[config.mk]
export PLATFORM = sky130hd
export DESIGN_NAME = ttce_ctrl
export DESIGN_NICKNAME = d
export VERILOG_FILES = /design/src/rtl/core/text_terminal_cursor_engine_defines.svh /design/src/rtl/core/ttce_pkg.sv /design/src/rtl/core/ttce_ctrl.sv
export SDC_FILE = /design/constraint.sdc
export NUM_CORES = 1
export LEC_CHECK = 0
export ABC_AREA = 1
export BUFFER_PORTS_ARGS = -buffer_cell sky130_fd_sc_hd__buf_2
export CAP_MARGIN = 20
export CORE_UTILIZATION = 45
export DETAILED_ROUTE_END_ITERATION = 16
export GPL_ROUTABILITY_DRIVEN = 0
export PLACE_DENSITY = 0.8
export SYNTH_ARGS = -nofsm -noshare
export SYNTH_HDL_FRONTEND = slang
export SYNTH_SLANG_ARGS = --single-unit
[constraint.sdc]
create_clock -name clk -period 1 [get_ports clk]
set_input_delay 0.1 -clock clk [delete_from_list [all_inputs] [get_ports clk]]
set_output_delay 0.1 -clock clk [all_outputs]
set_load 0.005 [all_outputs]
[src/rtl/core/text_terminal_cursor_engine_defines.svh]
// assertion helpers for the cursor engine
`ifndef TEXT_TERMINAL_CURSOR_ENGINE_DEFINES_SVH
`define TEXT_TERMINAL_CURSOR_ENGINE_DEFINES_SVH

// same-cycle implication
`define TTCE_ASSERT_IMPL(label, clk, rst, ante, cons) \
  label: assert property (@(posedge clk) disable iff (rst) (ante) |-> (cons)) \
    else $error("ttce check failed");

// next-cycle implication
`define TTCE_ASSERT_NEXT(label, clk, rst, ante, cons) \
  label: assert property (@(posedge clk) disable iff (rst) (ante) |=> (cons)) \
    else $error("ttce check failed");

`endif

[src/rtl/core/ttce_pkg.sv]
`timescale 1ns / 1ps

package ttce_pkg;

  localparam int CMD_W    = 2;
  localparam int CHAR_W   = 8;
  localparam int ACTION_W = 3;
  localparam int SCALE_W  = 3;

  typedef enum logic [CMD_W-1:0] {
    CMD_PUT        = 2'd0,
    CMD_SET_CURSOR = 2'd1,
    CMD_CLEAR      = 2'd2,
    CMD_READ       = 2'd3
  } cmd_t;

  typedef enum logic [ACTION_W-1:0] {
    ACT_NONE    = 3'd0,
    ACT_DRAW    = 3'd1,
    ACT_BLANK   = 3'd2,
    ACT_MOVED   = 3'd3,
    ACT_CLEARED = 3'd4,
    ACT_READ    = 3'd5
  } action_t;

  localparam logic [CHAR_W-1:0] CHAR_NUL   = 8'd0;
  localparam logic [CHAR_W-1:0] CHAR_BS    = 8'd8;
  localparam logic [CHAR_W-1:0] CHAR_TAB   = 8'd9;
  localparam logic [CHAR_W-1:0] CHAR_LF    = 8'd10;
  localparam logic [CHAR_W-1:0] CHAR_CR    = 8'd13;
  localparam logic [CHAR_W-1:0] CHAR_SPACE = 8'd32;

  localparam logic [SCALE_W-1:0] SCALE_X2 = 3'd2;
  localparam logic [SCALE_W-1:0] SCALE_X3 = 3'd3;
  localparam logic [SCALE_W-1:0] SCALE_X4 = 3'd4;

  typedef enum logic [3:0] {
    OP_NONE,
    OP_LOAD,
    OP_LOCATE,
    OP_SIMPLE,
    OP_FILL,
    OP_PUT,
    OP_TAB,
    OP_READ,
    OP_PUBLISH
  } ttce_op_t;

  typedef struct packed {
    logic put_glyph;
    logic tab;
    logic read;
    logic row_valid;
    logic fill_last;
    logic tab_done;
    logic out_free;
  } ttce_stat_t;

endpackage

[src/rtl/core/ttce_ctrl.sv]
`timescale 1ns / 1ps

module ttce_ctrl import ttce_pkg::*; (
  input  logic       clk,
  input  logic       rst,
  input  logic       req_valid,
  output logic       req_ready,
  input  ttce_stat_t stat,
  output ttce_op_t   op
);

  typedef enum logic [7:0] {
    S_IDLE     = 8'b0000_0001,
    S_LOCATE   = 8'b0000_0010,
    S_DISPATCH = 8'b0000_0100,
    S_FILL     = 8'b0000_1000,
    S_PUT      = 8'b0001_0000,
    S_TAB      = 8'b0010_0000,
    S_READ     = 8'b0100_0000,
    S_DONE     = 8'b1000_0000
  } state_t;

  state_t state;
  state_t state_next;

  assign req_ready = (state == S_IDLE);

  always_comb begin
    state_next = state;
    op         = OP_NONE;
    case (state)
      S_IDLE: begin
        if (req_valid) begin
          op         = OP_LOAD;
          state_next = S_LOCATE;
        end
      end
      S_LOCATE: begin
        op         = OP_LOCATE;
        state_next = S_DISPATCH;
      end
      S_DISPATCH: begin
        if (stat.put_glyph) begin
          if (stat.row_valid) begin
            op         = OP_PUT;
            state_next = S_DONE;
          end else begin
            state_next = S_FILL;
          end
        end else if (stat.tab) begin
          op         = OP_TAB;
          state_next = stat.tab_done ? S_DONE : S_TAB;
        end else if (stat.read) begin
          state_next = S_READ;
        end else begin
          op         = OP_SIMPLE;
          state_next = S_DONE;
        end
      end
      S_FILL: begin
        op = OP_FILL;
        if (stat.fill_last) state_next = S_PUT;
      end
      S_PUT: begin
        op         = OP_PUT;
        state_next = S_DONE;
      end
      S_TAB: begin
        op = OP_TAB;
        if (stat.tab_done) state_next = S_DONE;
      end
      S_READ: begin
        op         = OP_READ;
        state_next = S_DONE;
      end
      S_DONE: begin
        if (stat.out_free) begin
          op         = OP_PUBLISH;
          state_next = S_IDLE;
        end
      end
      default: state_next = S_IDLE;
    endcase
  end

  always_ff @(posedge clk) begin
    if (rst) begin
      state <= S_IDLE;
    end else begin
      state <= state_next;
    end
  end

endmodule

==> impl_metrics.yaml <==
outcome:
  status: "complete, but fails checks"
  failed_checks: "negative setup slack"
power:
  power.share.clock_pct: 22.9
  internal_power_uw: 736
  ir_drop_mv: 0.898
  powerDensity_nw_per_um2: 1180
  switchingPower_uw: 458
  power_frac_comb_pct: 47.0
  leakage_uw: 0.000497
  switching_share_pct: 38.3
  power_frac_seq_pct: 30.1
  total_power_uw: 1190
timing:
  rsz0062_at_grt: "yes"
  fin_skew_ns: 0.00660
  period_needed_ns: 1.60
  fin_crit_sh_pct: 160
  worst_slack_ns: -0.596
  worstMarginPinSlew_ns: 0.345
  maxSlewHeadroom_pct: 76.8
  setup_viol: 13
  drv_slew: 0
  fmax_mhz: 626
  hold_slack_ns: 0.0951
  final_hold_viol_count: 0
hold_path:
  hold_path.class: "input pin to flop"
clock_network:
  clock-sinks: 8
  clkSlewWorstSetupHoldPaths_ns: 0.06
  clock_latency_ns: 0.27
  cts_root_buf: "clkbuf_4"
  numCtsBuffers: 3
  cts_buffer_depth: 2
  cts_tree: "done"
  htreeDepth: 1
global_route:
  grt_pass1_wl_mm: 3.23
  grt_overflow: 0
  antenna_found_initial: 0
  grt_max_degree: 8
  track_usage_pct: 32.9
  grt_pass1_vias: 751
placement:
  hpwl_mm: 1.29
  preCtsSetupSlack_ns: -0.270
  numPortBuffers: 14
floorplan:
  io_pins: 15
  core_um2: 1300
  rows: 13
  die_h_um: 39.3
  start_util_pct: 48.2
  die_x_um: 39.3
  dieArea_um2: 1550
drt:
  drt_pass1_iterations: 4
  final_antenna_net_count: 0
  via_per_inst: 5.65
  drc: 0
  vias: 830
  drt_iter0_drc: 43
  drt_wl_total_mm: 2.59
  wl_per_cell_um: 17.6
layout:
  largest_reg_flops: 8
  area_delta_synth_final_pct: 60.7
  fill_cells: 81
  finalNetCount: 144
  utilization_pct: 77.4
  num_antenna_cells: 0
  biggestRegsByFlops: "state: 8 flops"
  final_layout_size_suffix_gt1_share_pct: 56.8
  top_register: "state"
yosys:
  synth_top_area_share_pct: 25.5
  mappedNetlistArea_um2: 627
  synth.area.top_cells: "dfxtp_1 26%, nand2_1 14%, inv_1 10%"
  synth_cell_types: 21
  yosysTopAreaCell: "dfxtp_1"
  yosys_warnings: 0
  postSynthCellCount: 100
  synthTopCellsByCount: "23 x nand2_1, 17 x inv_1, 10 x nand3_1"
  ys_async_sr_fraction_pct: 0
  synth_area_per_cell_um2: 6.27
  ys_seq_area_share_pct: 25.5
  yosysMostFrequentCell: "nand2_1"
  synth_ff_type: "dfxtp_1"
  synth-edff-count: 0
  syn-num-nets: 110
  synth-seq-cells: 8
worst_setup_path:
  cp_max_fo: 3
  critPathKind: "flop to output port"
  start_kind: "flop"
  end_kind: "output port"
  arrival_ns: 1.50
  crit_required_ns: 0.90
job:
  cap_violations: 0
==> layout by cell type (no fill, tap or decap), types with 4 or more instances in the layout <==
cell type,n
nand2_1,18
inv_1,14
buf_2,13
buf_4,10
nand3_1,9
nor2_4,7
inv_2,6
nor2_1,6
buf_6,5
dfxtp_2,5
nand2_4,4
nand2_2,4
==> worst paths after layout <==
check	start	to	cells past startpoint	slack [ns]
setup reg to reg	state[6]$_SDFFE_PP0P_	state[2]$_SDFFE_PP0P_	10	-0.46
setup / recovery	state[6]$_SDFFE_PP0P_	op[0]	7	-0.60
hold reg to reg	state[2]$_SDFFE_PP0P_	state[6]$_SDFFE_PP0P_	4	0.63
hold / removal	stat[6]	state[6]$_SDFFE_PP0P_	2	0.1
==> critical path, cell delays in order (launching register included) <==
cell and delay, ns:
dfxtp_2 0.36, inv_1 0.10, nor2_1 0.23, nand2_1 0.10, nand2_1 0.12, nand2_1 0.09, o211ai_2 0.08, buf_2 0.14
==> metal layers <==
layer	GRT usage [%]	part of all wire (%)	vias to the layer above
li1	-	-	382
met1	34.0	37	365
met2	55.0	49	60
met3	7.39	6.3	23
met4	28.4	7.6	0
met5	0	0	-
==> what timing repair did <==
action / CTS / global route
gates cloned: 0 / 0
buffers inserted: 6 / 5
hold buffers: 0 / 0
endpoints found under the setup margin: 13 / 13
pin swaps: 6 / 10
resized for setup: 18 / 20
==> power by group through the flow <==
stage / combinational (uW) / sequential [uW] / clock (uW)
final: 561 / 360 / 273
after global routing: 587 / 362 / 278
after CTS: 402 / 357 / 258
after detailed placement: 313 / 364 / 0
after global placement: 303 / 363 / 0
after floorplan: 206 / 361 / 0
==> per-stage QoR <==
step	setup TNS [ns]	cell area, um^2	cells
2_1_floorplan	-0.255	639	100
3_3_place_gp	-1.30	758	133
3_5_place_dp	-1.79	758	133
4_1_cts	-3.70	881	142
5_1_grt	-6.07	1010	147
6_report	-5.24	1010	147
==> area by class of cell <==
| class | instances | area, um^2 | share of cell area, % |
|---|---|---|---|
| Tap cell | 15 | 18.8 | 1.86 |
| Multi-Input combinational cell | 70 | 478 | 47.5 |
| Inverter | 22 | 97.6 | 9.69 |
| Clock buffer | 3 | 22.5 | 2.24 |
| Sequential cell | 8 | 174 | 17.3 |
| Timing Repair Buffer | 29 | 216 | 21.5 |
==> cells by family (layout without fill, tap and decap cells) <==
logic type / after synthesis / after routing / synth area share, %
compound gates: 12 / 12 / 12.4
buf+inv: 22 / 54 / 13.2
flops: 8 / 8 / 25.5
simple gates: 58 / 58 / 48.9
Power figures use the tool's default switching activity.
